File: config.mk
export PLATFORM = sky130hd
export DESIGN_NAME = json_number_lexer_flat
export DESIGN_NICKNAME = d
export VERILOG_FILES = /design/src/sv/jnl_pkg.sv /design/src/sv/jnl_if.sv /design/src/sv/json_number_lexer.sv /design/src/sv/jnl_step.sv /design/src/flat_wrapper.sv
export SDC_FILE = /design/constraint.sdc
export NUM_CORES = 1
export LEC_CHECK = 0
export ABC_CLOCK_PERIOD_IN_PS = 3600
export BUFFER_PORTS_ARGS = -buffer_cell sky130_fd_sc_hd__clkbuf_2
export CAP_MARGIN = 20
export CORE_ASPECT_RATIO = 1.4
export CORE_MARGIN = 10
export CORE_UTILIZATION = 50
export CTS_CLUSTER_DIAMETER = 120
export DETAILED_ROUTE_END_ITERATION = 8
export PLACE_DENSITY_LB_ADDON = 0.2
export RECOVER_POWER = 25
export SLEW_MARGIN = 20
export SYNTH_ARGS = -nofsm -noshare
export SYNTH_HDL_FRONTEND = slang
export SYNTH_SLANG_ARGS = --single-unit
export TNS_END_PERCENT = 50
File: constraint.sdc
create_clock -name clock -period 3.6 [get_ports clock]
set_clock_uncertainty 0.05 [all_clocks]
set_input_delay 0.72 -clock clock [delete_from_list [all_inputs] [get_ports clock]]
set_output_delay 0.72 -clock clock [all_outputs]
set_load 0.1 [all_outputs]
File: src/sv/jnl_pkg.sv
package jnl_pkg;

   // Width of the saturating character counter.
   localparam int LEN_WIDTH = 16;
   // Width of the reported token length.
   localparam int OUT_LEN_WIDTH = 16;

   // Parser state codes.
   localparam logic [3:0] ST_IDLE    = 4'd0;
   localparam logic [3:0] ST_MINUS   = 4'd1;
   localparam logic [3:0] ST_ZERO    = 4'd2;
   localparam logic [3:0] ST_INT     = 4'd3;
   localparam logic [3:0] ST_DOT     = 4'd4;
   localparam logic [3:0] ST_FRAC    = 4'd5;
   localparam logic [3:0] ST_EXP     = 4'd6;
   localparam logic [3:0] ST_EXPSIGN = 4'd7;
   localparam logic [3:0] ST_EXPDIG  = 4'd8;
   localparam logic [3:0] ST_SWALLOW = 4'd9;

   // Error cause codes.
   localparam logic [2:0] CAUSE_NONE    = 3'd0;
   localparam logic [2:0] CAUSE_LEAD0   = 3'd1;
   localparam logic [2:0] CAUSE_NODIGIT = 3'd2;
   localparam logic [2:0] CAUSE_DOT     = 3'd3;
   localparam logic [2:0] CAUSE_EXP     = 3'd4;
   localparam logic [2:0] CAUSE_TAIL    = 3'd5;

   // Request command codes.
   localparam logic CMD_CHAR = 1'b0;
   localparam logic CMD_EOT  = 1'b1;

   // Characters with a role in the grammar.
   localparam logic [7:0] CH_MINUS = 8'h2D;
   localparam logic [7:0] CH_PLUS  = 8'h2B;
   localparam logic [7:0] CH_ZERO  = 8'h30;
   localparam logic [7:0] CH_NINE  = 8'h39;
   localparam logic [7:0] CH_DOT   = 8'h2E;
   localparam logic [7:0] CH_LOW_E = 8'h65;
   localparam logic [7:0] CH_UP_E  = 8'h45;
   localparam logic [7:0] CH_UNDER = 8'h5F;
   localparam logic [7:0] CH_LOW_A = 8'h61;
   localparam logic [7:0] CH_LOW_Z = 8'h7A;
   localparam logic [7:0] CH_UP_A  = 8'h41;
   localparam logic [7:0] CH_UP_Z  = 8'h5A;

   // Parser context carried from one character to the next.
   typedef struct packed {
      logic [3:0]           parse_state;
      logic [LEN_WIDTH-1:0] char_count;
      logic [2:0]           pending_cause;
   } ctx_type;

   // One result of the lexer.
   typedef struct packed {
      logic                     consumed;
      logic                     token_done;
      logic                     token_kind;
      logic [2:0]               error_cause;
      logic [OUT_LEN_WIDTH-1:0] token_length;
   } result_type;

endpackage

File: src/sv/jnl_if.sv
// Request channel: one character or end-of-text mark.
interface jnl_req_if
   import jnl_pkg::*;
   ();
   logic       valid;
   logic       ready;
   logic       cmd;
   logic [7:0] ch;

   modport source (output valid, output cmd, output ch, input ready);
   modport sink (input valid, input cmd, input ch, output ready);
endinterface

// Response channel: one lexer result per request.
interface jnl_rsp_if
   import jnl_pkg::*;
   ();
   logic                     valid;
   logic                     ready;
   logic                     consumed;
   logic                     token_done;
   logic                     token_kind;
   logic [2:0]               error_cause;
   logic [OUT_LEN_WIDTH-1:0] token_length;

   modport source (output valid, output consumed, output token_done, output token_kind,
                   output error_cause, output token_length, input ready);
   modport sink (input valid, input consumed, input token_done, input token_kind,
                 input error_cause, input token_length, output ready);
endinterface

File: src/sv/json_number_lexer.sv
// Streaming lexer for one JSON number token at a time, one request per clock.
// Each request carries a character or an end-of-text mark and yields exactly one
// response, in order, from a registered output stage. The parser state
// lives in a single register that the next request sees at once, so requests may
// arrive back to back at one per cycle; a two-entry output stage (result register
// plus skid register) lets a request be taken while a result waits, and req.ready
// drops only when both entries are full. A response with consumed low has not
// used its character: send that character again as the start of the next token.
module json_number_lexer
   import jnl_pkg::*;
(
   input logic      clock,
   input logic      reset,
   jnl_req_if.sink  req_chan,
   jnl_rsp_if.source rsp_chan
);

   ctx_type    ctx_ff;
   ctx_type    ctx_in;
   result_type step_result;
   result_type out_ff;
   result_type out_in;
   logic       out_valid_ff;
   logic       out_valid_in;
   result_type skid_ff;
   result_type skid_in;
   logic       skid_valid_ff;
   logic       skid_valid_in;
   ctx_type    step_ctx;
   logic       req_take;
   logic       rsp_take;

   assign req_chan.ready = !skid_valid_ff;
   assign req_take       = req_chan.valid && !skid_valid_ff;
   assign rsp_take       = out_valid_ff && rsp_chan.ready;

   // Grammar step for the incoming request.
   jnl_step u_step (
      .ctx      (ctx_ff),
      .cmd      (req_chan.cmd),
      .ch       (req_chan.ch),
      .ctx_next (step_ctx),
      .result   (step_result)
   );

   assign ctx_in = req_take ? step_ctx : ctx_ff;

   // Output register and skid entry.
   always_comb begin
      out_in        = out_ff;
      out_valid_in  = out_valid_ff;
      skid_in       = skid_ff;
      skid_valid_in = skid_valid_ff;
      if (!out_valid_ff || rsp_take) begin
         if (skid_valid_ff) begin
            out_in        = skid_ff;
            out_valid_in  = 1'b1;
            skid_valid_in = 1'b0;
         end else begin
            out_in       = step_result;
            out_valid_in = req_take;
         end
      end else if (req_take) begin
         skid_in       = step_result;
         skid_valid_in = 1'b1;
      end
   end

   // Control state.
   always_ff @(posedge clock) begin
      if (reset) begin
         ctx_ff        <= '0;
         out_valid_ff  <= 1'b0;
         skid_valid_ff <= 1'b0;
      end else begin
         ctx_ff        <= ctx_in;
         out_valid_ff  <= out_valid_in;
         skid_valid_ff <= skid_valid_in;
      end
   end

   // Result payload.
   always_ff @(posedge clock) begin
      out_ff  <= out_in;
      skid_ff <= skid_in;
   end

   assign rsp_chan.valid        = out_valid_ff;
   assign rsp_chan.consumed     = out_ff.consumed;
   assign rsp_chan.token_done   = out_ff.token_done;
   assign rsp_chan.token_kind   = out_ff.token_kind;
   assign rsp_chan.error_cause  = out_ff.error_cause;
   assign rsp_chan.token_length = out_ff.token_length;

endmodule

File: src/sv/jnl_step.sv
// Next-state and result logic for one request of the number lexer.
module jnl_step
   import jnl_pkg::*;
(
   input  ctx_type    ctx,
   input  logic       cmd,
   input  logic [7:0] ch,
   output ctx_type    ctx_next,
   output result_type result
);

   logic [3:0]           eff_state;
   logic                 is_digit;
   logic                 is_alpha;
   logic                 is_e;
   logic                 do_take;
   logic                 do_finish;
   logic                 fin_took;
   logic [2:0]           fin_cause;
   logic [3:0]           take_state;
   logic [2:0]           take_pending;
   logic [LEN_WIDTH-1:0] count_sat;
   logic [LEN_WIDTH-1:0] fin_count;
   logic [31:0]          fin_count_wide;

   // Character classes.
   assign is_digit = (ch >= CH_ZERO) && (ch <= CH_NINE);
   assign is_alpha = ((ch >= CH_LOW_A) && (ch <= CH_LOW_Z)) ||
                     ((ch >= CH_UP_A) && (ch <= CH_UP_Z));
   assign is_e     = (ch == CH_LOW_E) || (ch == CH_UP_E);

   // Unused state codes act as idle.
   assign eff_state = (ctx.parse_state > ST_SWALLOW) ? ST_IDLE : ctx.parse_state;

   // Saturating increment of the character count.
   assign count_sat = (ctx.char_count == {LEN_WIDTH{1'b1}}) ?
                      ctx.char_count : ctx.char_count + LEN_WIDTH'(1);

   // Take the character or finish the token; idle EOT does neither.
   always_comb begin
      do_take      = 1'b0;
      do_finish    = 1'b0;
      fin_took     = 1'b0;
      fin_cause    = CAUSE_NONE;
      take_state   = ST_IDLE;
      take_pending = ctx.pending_cause;
      if (cmd == CMD_EOT) begin
         do_finish = 1'b1;
         unique case (eff_state)
            ST_MINUS: fin_cause = CAUSE_NODIGIT;
            ST_ZERO, ST_INT, ST_FRAC, ST_EXPDIG: fin_cause = CAUSE_NONE;
            ST_DOT: fin_cause = CAUSE_DOT;
            ST_EXP, ST_EXPSIGN: fin_cause = CAUSE_EXP;
            ST_SWALLOW: fin_cause = ctx.pending_cause;
            default: do_finish = 1'b0;
         endcase
      end else begin
         unique case (eff_state)
            ST_ZERO, ST_INT: begin
               if (is_digit) begin
                  do_take = 1'b1;
                  if (eff_state == ST_INT) begin
                     take_state = ST_INT;
                  end else begin
                     take_state   = ST_SWALLOW;
                     take_pending = CAUSE_LEAD0;
                  end
               end else if (ch == CH_DOT) begin
                  do_take    = 1'b1;
                  take_state = ST_DOT;
               end else if (is_e) begin
                  do_take    = 1'b1;
                  take_state = ST_EXP;
               end else if (is_alpha || ch == CH_UNDER) begin
                  do_take      = 1'b1;
                  take_state   = ST_SWALLOW;
                  take_pending = CAUSE_TAIL;
               end else begin
                  do_finish = 1'b1;
               end
            end
            ST_DOT: begin
               if (is_digit) begin
                  do_take    = 1'b1;
                  take_state = ST_FRAC;
               end else begin
                  do_finish = 1'b1;
                  fin_cause = CAUSE_DOT;
               end
            end
            ST_FRAC: begin
               if (is_digit) begin
                  do_take    = 1'b1;
                  take_state = ST_FRAC;
               end else if (is_e) begin
                  do_take    = 1'b1;
                  take_state = ST_EXP;
               end else if (is_alpha || ch == CH_UNDER) begin
                  do_take      = 1'b1;
                  take_state   = ST_SWALLOW;
                  take_pending = CAUSE_TAIL;
               end else begin
                  do_finish = 1'b1;
               end
            end
            ST_EXP: begin
               if (ch == CH_PLUS || ch == CH_MINUS) begin
                  do_take    = 1'b1;
                  take_state = ST_EXPSIGN;
               end else if (is_digit) begin
                  do_take    = 1'b1;
                  take_state = ST_EXPDIG;
               end else begin
                  do_finish = 1'b1;
                  fin_cause = CAUSE_EXP;
               end
            end
            ST_EXPSIGN: begin
               if (is_digit) begin
                  do_take    = 1'b1;
                  take_state = ST_EXPDIG;
               end else begin
                  do_finish = 1'b1;
                  fin_cause = CAUSE_EXP;
               end
            end
            ST_EXPDIG: begin
               if (is_digit) begin
                  do_take    = 1'b1;
                  take_state = ST_EXPDIG;
               end else if (is_alpha || ch == CH_UNDER) begin
                  do_take      = 1'b1;
                  take_state   = ST_SWALLOW;
                  take_pending = CAUSE_TAIL;
               end else begin
                  do_finish = 1'b1;
               end
            end
            ST_SWALLOW: begin
               if (is_digit || is_alpha ||
                   (ch == CH_UNDER && ctx.pending_cause == CAUSE_TAIL)) begin
                  do_take    = 1'b1;
                  take_state = ST_SWALLOW;
               end else begin
                  do_finish = 1'b1;
                  fin_cause = ctx.pending_cause;
               end
            end
            default: begin
               // Idle or after a minus sign.
               if (eff_state == ST_IDLE && ch == CH_MINUS) begin
                  do_take    = 1'b1;
                  take_state = ST_MINUS;
               end else if (ch == CH_ZERO) begin
                  do_take    = 1'b1;
                  take_state = ST_ZERO;
               end else if (is_digit) begin
                  do_take    = 1'b1;
                  take_state = ST_INT;
               end else begin
                  do_finish = 1'b1;
                  fin_took  = 1'b1;
                  fin_cause = CAUSE_NODIGIT;
               end
            end
         endcase
      end
   end

   // A consumed final character counts toward the reported length.
   assign fin_count      = fin_took ? count_sat : ctx.char_count;
   assign fin_count_wide = 32'(fin_count);

   // Build the next context and the result.
   always_comb begin
      ctx_next = '0;
      result   = '0;
      if (do_take) begin
         ctx_next.parse_state   = take_state;
         ctx_next.char_count    = count_sat;
         ctx_next.pending_cause = take_pending;
         result.consumed        = 1'b1;
      end else if (do_finish) begin
         result.consumed     = fin_took;
         result.token_done   = 1'b1;
         result.token_kind   = (fin_cause != CAUSE_NONE);
         result.error_cause  = fin_cause;
         result.token_length = (fin_count_wide > 32'({OUT_LEN_WIDTH{1'b1}})) ?
                               {OUT_LEN_WIDTH{1'b1}} : fin_count_wide[OUT_LEN_WIDTH-1:0];
      end
   end

endmodule

File: src/flat_wrapper.sv
// flat-port wrapper written by rule: the top's interface ports become plain ports
module json_number_lexer_flat import jnl_pkg::*;
  (clock, reset, req_chan_valid, req_chan_cmd, req_chan_ch, req_chan_ready, rsp_chan_valid, rsp_chan_consumed, rsp_chan_token_done, rsp_chan_token_kind, rsp_chan_error_cause, rsp_chan_token_length, rsp_chan_ready);
  jnl_req_if req_chan_i ();
  jnl_rsp_if rsp_chan_i ();
  input logic clock;
  input logic reset;
  input wire logic [$bits(req_chan_i.valid)-1:0] req_chan_valid;
  input wire logic [$bits(req_chan_i.cmd)-1:0] req_chan_cmd;
  input wire logic [$bits(req_chan_i.ch)-1:0] req_chan_ch;
  output wire logic [$bits(req_chan_i.ready)-1:0] req_chan_ready;
  output wire logic [$bits(rsp_chan_i.valid)-1:0] rsp_chan_valid;
  output wire logic [$bits(rsp_chan_i.consumed)-1:0] rsp_chan_consumed;
  output wire logic [$bits(rsp_chan_i.token_done)-1:0] rsp_chan_token_done;
  output wire logic [$bits(rsp_chan_i.token_kind)-1:0] rsp_chan_token_kind;
  output wire logic [$bits(rsp_chan_i.error_cause)-1:0] rsp_chan_error_cause;
  output wire logic [$bits(rsp_chan_i.token_length)-1:0] rsp_chan_token_length;
  input wire logic [$bits(rsp_chan_i.ready)-1:0] rsp_chan_ready;
  assign req_chan_i.valid = req_chan_valid;
  assign req_chan_i.cmd = req_chan_cmd;
  assign req_chan_i.ch = req_chan_ch;
  assign req_chan_ready = req_chan_i.ready;
  assign rsp_chan_valid = rsp_chan_i.valid;
  assign rsp_chan_consumed = rsp_chan_i.consumed;
  assign rsp_chan_token_done = rsp_chan_i.token_done;
  assign rsp_chan_token_kind = rsp_chan_i.token_kind;
  assign rsp_chan_error_cause = rsp_chan_i.error_cause;
  assign rsp_chan_token_length = rsp_chan_i.token_length;
  assign rsp_chan_i.ready = rsp_chan_ready;
  json_number_lexer u_core (.clock(clock), .reset(reset), .req_chan(req_chan_i), .rsp_chan(rsp_chan_i));
endmodule
# Word level (Yosys, flattened, before mapping)
# Index checks and enable logic that the tools add are counted.
word_totals:
  regBits: 69
  inputBits: 13
  out_inout_bits: 24
  word_cells: 150
op_classes:
  addsub: 1
  order_cmp: 8
  n_eq_ne: 24
  n_mux: 74
  bitwise: 1
  reduce_logical: 27
ops:
  columns: ["operator", "n"]
  rows:
  - ["2-to-1 mux 16 bit", 3]
  - ["2-to-1 mux 4 bit", 12]
  - ["2-to-1 mux 22 bit", 2]
  - ["2-to-1 mux 3 bit", 13]
  - ["== test 8 x 6 -> 1 bit, second input constant", 4]
  - ["2-to-1 mux 1 bit", 29]
  - ["one-hot mux 4 bit (7 select lines)", 1]
  - ["== test 8 x 7 -> 1 bit, second input constant", 3]
  - ["2-to-1 mux 23 bit", 1]
  - ["2-to-1 mux 21 bit", 1]
  - ["adder 16 x 1 -> 16 bit, second input constant", 1]
  - ["== test 16 bit, second input constant", 1]
  - ["== test 4 x 3 -> 1 bit, second input constant", 4]
  - ["greater-or-equal comparator 8 x 7 -> 1 bit, second input constant", 2]
  - ["> comparator 16 bit, second input constant", 1]
  - ["less-or-equal comparator 8 x 7 -> 1 bit, second input constant", 2]
  - ["one-hot mux 3 bit (5 select lines)", 1]
  - ["2-to-1 mux 2 bit", 7]
  - ["one-hot mux 1 bit (6 select lines)", 2]
  - ["one-hot mux 3 bit (4 select lines)", 1]
  - ["one-hot mux 3 bit (3 select lines)", 1]
  - ["OR reduction 9 bit", 1]
  - ["== test 4 x 2 -> 1 bit, second input constant", 2]
  - ["== test 4 bit, second input constant", 2]
  - ["other kinds (20)", 38]

# Logic depth before layout (Yosys ltp)
# Gate-level depths: netlist of the first run.
logic_depth:
  depth_word: 13
  depth_mapped: 11
  ltp_nobuf: 8

# Hierarchy
# From an unflattened synthesis of the first run, not the netlist that was laid out.
hier_totals:
  cells_unflattened: 454
  hier_area_um2: 4411.7
by_module_without_submodules:
  columns: ["mod", "instances", "cells_each", "area_per_inst_um2", "seq_area_each_um2"]
  rows:
  - ["json_number_lexer", 1, 181, 2807.7, 1821.7]
  - ["jnl_step", 1, 273, 1604.0, 0.0]

# Least setup slack after synthesis of the first run
# No wires, ideal clock.
synth_path:
  path_kind: "register to register"
  startpoint: "register u_core.out_valid_ff, in the netlist u_core.rsp_chan.valid"
  endpoint: "register u_core.skid_ff[0] (netlist name), enable pin"
  setup_ns: 0.401
  arrival_time_ns: 2.799
  required_ns: 3.149
  slack_ns: 0.351
  stages_incl_launch_ff: 3
  n_path_buf: 0
  period_less_slack_ns: 3.249
  cell_sequence: "dfxtp_1 > nand2b_1 > nor2_1"
synth_via:
  elab_chain_len: 4
  elab_cells_between_ends: 5
  classes_between: "bitwise (1); reduce/logical (4)"
synth_rtl:
  columns: ["item", "line_no", "source"]
  rows:
  - ["start, declared", "json_number_lexer.sv:23", "logic out_valid_ff;"]
  - ["start signal, assigned", "json_number_lexer.sv:77", "out_valid_ff <= out_valid_in;"]
  - ["zero test 1 bit or logical AND 1 bit (tied branches)", "json_number_lexer.sv:54, json_number_lexer.sv:35", null]
  - ["logical OR 1 bit (*)", "json_number_lexer.sv:54", "if (!out_valid_ff || rsp_take) begin"]
  - ["NOT 1 bit (no line) (*)", null, null]
  - ["AND reduction 2 bit (no line) (*)", null, null]
  - ["end signal, assigned", "json_number_lexer.sv:85", "skid_ff <= skid_in;"]
  - ["end, declared", "json_number_lexer.sv:25", "result_type skid_ff;"]
# Mark *: on every way between the ends. The rest lies on a longest branch, timed or not.
# A chain may end at the register's enable or synchronous reset.

==> results of run 1 <==
-- cell type report --
cell class / instances / area (um2)
clock inverters: 7 / 90.1
multi-input cells: 335 / 2080
repair buffers: 43 / 228
inverters: 12 / 45.0
well taps: 102 / 128
flip-flops and latches: 69 / 1820
fillers: 725 / 3480
clock buffers: 9 / 225
-- kinds of logic after synthesis --
kind of cell	count (synthesis)
AND/OR/NAND/NOR	201
AO/OA/AOI/OAI	113
flip-flops	69
buffers and inverters	47
XOR/XNOR	14
multiplexers	6
adder cells (fa/ha/maj)	1
-- per-stage QoR --
stage | hold slack, ns | power, mW
CTS | 0.477 | 2.06
global route | 0.506 | 2.11
finish | 0.476 | 2.04
global placement | 0.452 | 1.14
detailed placement | 0.464 | 1.14
floorplan | 0.418 | 1.10
-- power by group through the flow --
stage	clock, mW	sequential (mW)	combinational, mW
2_1_floorplan	0	1.01	0.0821
3_3_place_gp	0	0.887	0.249
3_5_place_dp	0	0.888	0.252
4_1_cts	0.939	0.871	0.253
5_1_grt	0.970	0.874	0.261
6_report	0.922	0.871	0.249
-- sequential cells by signal (all words and copies together) (netlist names) --
register	cells
u_core.skid_ff	22
u_core.skid_valid_ff	1
u_core.rsp_chan.valid	1
u_core.rsp_chan.token_length	16
u_core.ctx_ff	23
u_core.rsp_chan.token_done	1
u_core.rsp_chan.error_cause	3
u_core.rsp_chan.consumed	1
u_core.rsp_chan.token_kind	1
-- routing by layer --
| metal | up-vias | global-route usage (%) | part of all wire (%) |
|---|---|---|---|
| li1 | 1705 | - | - |
| met3 | 20 | 4.21 | 3.8 |
| met5 | - | 0 | 0 |
| met2 | 87 | 26.9 | 51 |
| met1 | 1604 | 17.7 | 42 |
| met4 | 0 | 7.14 | 2.8 |
-- layout by cell type, fill, tap and decap left out, types with 9 or more instances in the layout --
cell type,n
dfxtp_1,25
nor2_1,45
clkbuf_2,25
inv_1,11
nor4_1,9
nand2_1,56
o21ai_0,28
edfxtp_1,44
clkbuf_1,12
nand3_1,15
o31ai_1,10
a21oi_1,32
nor3_1,9
clkbuf_16,9
nand3b_1,9
-- synth_stat cells (4+ instances only) --
library cell	count
nand2_1	56
nor2_1	45
edfxtp_1	44
a21oi_1	32
o21ai_0	28
dfxtp_1	25
clkbuf_1	23
nand3_1	15
inv_1	11
o31ai_1	11
nand3b_1	9
nor3_1	9
nor4_1	9
nand2b_1	8
xnor2_1	8
nand4_1	7
nor2b_1	7
a31oi_1	6
and3b_1	6
xor2_1	6
and3_1	5
mux2_2	5
nor3b_1	5
o31ai_2	5
buf_2	4
o211ai_1	4
-- critical path: stages --
cell      delay, ns
clkbuf_2       0.17
o21ai_0        0.26
nand3_1        0.34
o211ai_1       0.27
nor2_1         0.16
o31ai_4        0.52
a311oi_2       0.09
mux2_2         0.29
-- how the worst min path moves through the flow --
stage | slack, ns | start | end | depth (start not counted)
after floorplan | 0.42 | u_core.ctx_ff[2]$_SDFFE_PP0P_ | u_core.ctx_ff[2]$_SDFFE_PP0P_ | 2
after global placement | 0.45 | u_core.skid_ff[0]$_DFFE_PP_ | u_core.rsp_chan.token_length[0]$_DFFE_PP_ | 2
after detailed placement | 0.46 | u_core.skid_ff[5]$_DFFE_PP_ | u_core.rsp_chan.token_length[5]$_DFFE_PP_ | 2
after CTS | 0.48 | u_core.skid_ff[5]$_DFFE_PP_ | u_core.rsp_chan.token_length[5]$_DFFE_PP_ | 2
after global routing | 0.51 | u_core.skid_ff[2]$_DFFE_PP_ | u_core.rsp_chan.token_length[2]$_DFFE_PP_ | 2
final | 0.48 | u_core.skid_ff[5]$_DFFE_PP_ | u_core.rsp_chan.token_length[5]$_DFFE_PP_ | 2
==> impl_metrics.toml, run 1 <==
[timing]
maxSlewViolCount = 41
finalHoldViolCount = 0
slew_headroom_pct = -4.73
finalSetupViolations = 0
fin_tns_setup_ns = 0
min_period_ns = 2.78
rsz0062_at_grt = "no"
fmax_mhz = 359
finalCritPeriodShare_pct = 77.3
worst_slack_ns = 0.817
worstMarginPinSlew_ns = 1.57

[setup_path]
worstPathArrival_ns = 2.81
endpoint = "u_core.rsp_chan.token_length[12]$_DFFE_PP_"
worstPathRequired_ns = 3.63
r2r_setup_slack_ns = 0.99
cp-start-kind = "input pin"
critPathKind = "input pin to flip-flop"
r2r-start = "u_core.ctx_ff[22]$_SDFFE_PP0P_"
startpoint = "req_chan_ch[2]"
worstPathMaxFanout = 10
rr_worst_depth = 8
worstReg2RegEnd = "u_core.ctx_ff[16]$_SDFFE_PP0P_"
cp-end-kind = "flip-flop"

[routing]
drt_wl_total_mm = 9.70
vias = 3416
avgRoutedWirePerCell_um = 16.8
drt_first_pass_iters = 4
drc_errors = 0
viasPerCell = 5.92
ant_nets = 0
drt_iter0_drc = 289

[layout]
antennaDiodeCount = 0
final_area_um2 = 4620
drive_above_1_share_pct = 15.6
stdcell_count = 577
nNetsFinal = 484
syn_to_final_growth_pct = 12.0
fin_util_pct = 57.0

[clock_network]
cts_setup_buffers = 0
cts_sinks = 69
clkLatencyLatePin_ns = 0.33
max-clock-path-buffers = 2
cts_hold_buf = 0
clkTransAtPathRegs_ns = 0.05
cts_tree = "done"
clock-root-buffer = "clkbuf_16"
h-tree-depth = 3
numCtsBuffers = 9
ctsResizeCount = 0

[floorplanning]
die_w_um = 96.8
io_pins = 37
start_util_pct = 50.9
fp-row-count = 39
core_area_um2 = 8100
die_h_um = 127
die_area_um2 = 12300

[grt]
grt_pass1_vias = 3310
antenna_found_initial = 0
grt_usage_pct = 15.7
overflow = 0
grt_max_degree = 41
grt_first_pass_wirelength_mm = 16.3

[synthesis]
avgSynthCellArea_um2 = 9.15
synth-seq-area-share_pct = 44.2
synth_xor_area_share_pct = 2.97
synth_nets = 465
synth_edf_count = 44
synth-seq-cells = 69
synth_top_area_share_pct = 32.0
synth_compound_area_share_pct = 19.8
yosys.area_share.simple_pct = 25.7
muxShareOfSynthArea_pct = 1.61
synthArstFlopShare_pct = 0
yosysWarnings = 0
yosysTopAreaCell = "edfxtp_1"
ys_types = 70
synth_top_family_by_area = "simple AND/OR/NAND/NOR gates"
synthFlopType = "edfxtp_1"
syn_area_um2 = 4130
synthTopCellsByArea = "edfxtp_1 (32%), dfxtp_1 (12%), nand2_1 (5.1%), nor2_1 (4.1%), a21oi_1 (3.9%)"
netlist_instances = 451
synthAdderAreaFrac_pct = 0.303

[power]
p_int_mw = 1.51
power_density_nw_per_um2 = 442
netSwitchingPower_uw = 535
switching_share_pct = 26.2
p_leak_nw = 1.62
pwr-share-clk_pct = 45.2
power_frac_comb_pct = 12.2
p_seq_share_pct = 42.7
irDropWorstVdd_mv = 0.300

[status]
status = "complete, but fails checks"
violations = "max-capacitance violations, max-slew violations"

[placed_design]
dp_hpwl_mm = 6.99
dpl_cell_area_um2 = 4320
io_buffers = 36
routabilityCongestion = 0.934
place_ws_ns = 0.498
dpl.cell_count = 561

[hold_path]
hp-class = "flip-flop to flip-flop"

[flow_run]
drv_cap = 1
No activity file was read; power rests on OpenSTA's default activity.
==> inputs of run 2 (changes only) <==
ABC_CLOCK_PERIOD_IN_PS = 2600   (was 3600)
clock period = 2.6 ns   (was 3.6 ns; I/O delays follow)
==> impl_metrics.toml, run 2 (synthesis results as in run 1) <==
[routing]
drt_iter0_drc = 284
vias = 3640
viasPerCell = 5.84
drc_errors = 0
ant_nets = 0
drt_first_pass_iters = 5
drt_wl_total_mm = 10.4
avgRoutedWirePerCell_um = 16.7

[clock_network]
cts_setup_buffers = 0
cts_hold_buf = 0
clkLatencyLatePin_ns = 0.33
clkTransAtPathRegs_ns = 0.05
cts_sinks = 69
h-tree-depth = 3
numCtsBuffers = 9
clock-root-buffer = "clkbuf_16"
max-clock-path-buffers = 2
ctsResizeCount = 0
cts_tree = "done"

[timing]
finalCritPeriodShare_pct = 92.7
fin_tns_setup_ns = 0
rsz0062_at_grt = "no"
finalHoldViolCount = 0
maxSlewViolCount = 0
timing.hold.ws_ns = 0.422
fmax_mhz = 415
worstMarginPinSlew_ns = 1.25
min_period_ns = 2.41
slew_headroom_pct = 16.4
finalSetupViolations = 0

[setup_path]
slowest_stage = "or4_1"
r2r_setup_slack_ns = 0.26
worstReg2RegEnd = "u_core.rsp_chan.token_length[15]$_DFFE_PP_"
endpoint = "u_core.rsp_chan.token_length[0]$_DFFE_PP_"
crit_top_cell = "buf_12"
cpPeakStageDelay_ns = 0.53
path_cells = "clkbuf_2, or4_1, a21oi_2, nor2_1, a21oi_1, o31ai_4, buf_12, buf_12, o31ai_1"
startpoint = "req_chan_ch[1]"
worstPathMaxFanout = 19
worstPathRequired_ns = 2.68
cp-start-kind = "input pin"
worstPathArrival_ns = 2.49
cp-end-kind = "flip-flop"
r2r-start = "u_core.ctx_ff[7]$_SDFFE_PP0P_"
rr_worst_depth = 6
path_buf_inv = 3
cp_top_family = "compound AO/OA/AOI/OAI gates"
crit_cells = 9
critPathKind = "input pin to flip-flop"

[grt]
overflow = 0
grt_usage_pct = 16.5
grt_first_pass_wirelength_mm = 17.2
grt_pass1_vias = 3460
grt_max_degree = 41
antenna_found_initial = 0

[power]
power_density_nw_per_um2 = 588
irDropWorstVdd_mv = 0.508
p_leak_nw = 1.91

[flow_run]
drv_cap = 0

[placed_design]
dpl.cell_count = 607
routabilityCongestion = 0.962
io_buffers = 36
dp_hpwl_mm = 7.55

[layout]
mostFrequentLayoutCell = "nand2_1"
drive_above_1_share_pct = 25.7
syn_to_final_growth_pct = 22.4
layout_common_cells = "nand2_1 (56), buf_4 (49), nor2_1 (44), edfxtp_1 (44), clkbuf_2 (35)"
regMostFlops = "u_core.ctx_ff"
antennaDiodeCount = 0
stdcell_count = 623
largest_reg_flops = 23
nNetsFinal = 530

[floorplanning]
die_w_um = 96.8
io_pins = 37
core_area_um2 = 8100
die_h_um = 127
start_util_pct = 50.9
fp-row-count = 39
die_area_um2 = 12300

[hold_path]
hp-class = "flip-flop to flip-flop"

[status]
status = "completed"
==> run 2: cell types whose count changed in the layout (fill, tap and decap cells not counted), moves of 2 or more <==
| cell | before | now |
|---|---|---|
| buf_12 | 1 | 4 |
| clkbuf_1 | 12 | 2 |
| clkinv_1 | 2 | 0 |
| clkbuf_2 | 25 | 35 |
| buf_4 | 5 | 49 |
==> run 2: tightest hold or removal path: stages, from the launching register on <==
cell and delay [ns]:
dfxtp_1 0.32, nand2_1 0.05, o31ai_1 0.05
==> run 2: report_power, final <==
part           leakage (nW)  internal (mW)  switching, mW
registers             0.637           1.20        0.00984
logic                  1.11         0.0863          0.296
clock network         0.163          0.936          0.444
==> run 2: worst min path at each step <==
stage / start / to / slack [ns] / cells after the start
after detailed placement: u_core.ctx_ff[20]$_SDFFE_PP0P_ / u_core.ctx_ff[20]$_SDFFE_PP0P_ / 0.42 / 2
after global placement: u_core.ctx_ff[20]$_SDFFE_PP0P_ / u_core.ctx_ff[20]$_SDFFE_PP0P_ / 0.41 / 2
after CTS: u_core.ctx_ff[20]$_SDFFE_PP0P_ / u_core.ctx_ff[20]$_SDFFE_PP0P_ / 0.43 / 2
after floorplan: u_core.ctx_ff[2]$_SDFFE_PP0P_ / u_core.ctx_ff[2]$_SDFFE_PP0P_ / 0.42 / 2
final: u_core.ctx_ff[20]$_SDFFE_PP0P_ / u_core.ctx_ff[20]$_SDFFE_PP0P_ / 0.42 / 2
after global routing: u_core.ctx_ff[20]$_SDFFE_PP0P_ / u_core.ctx_ff[20]$_SDFFE_PP0P_ / 0.45 / 2
==> run 2: layout make-up <==
class / instances / area [um2]
clock buffer: 10 / 229
tap: 102 / 128
multi-input combinational: 335 / 2090
fill: 695 / 3050
timing repair buffer: 89 / 627
inverter: 12 / 46.3
sequential: 69 / 1820
clock inverter: 6 / 111
==> run 2: stage by stage <==
stage	utilization, %	area, um2	setup WS (ns)	power, mW
finish	62.3	5050	0.190	2.97
global route	62.3	5050	0.000457	3.05
CTS	62.4	5060	0.143	2.99
detailed placement	58.2	4720	-0.109	1.61
global placement	58.2	4720	-0.0645	1.61
floorplan	-	4140	0.0752	1.52
==> run 2: metal layers <==
layer	share of wire [%]	routed length, um	GRT usage, %
met1	41	4260	18.0
met4	2.4	247	6.70
met3	4.9	506	3.72
met5	0	0	0
met2	52	5410	30.0
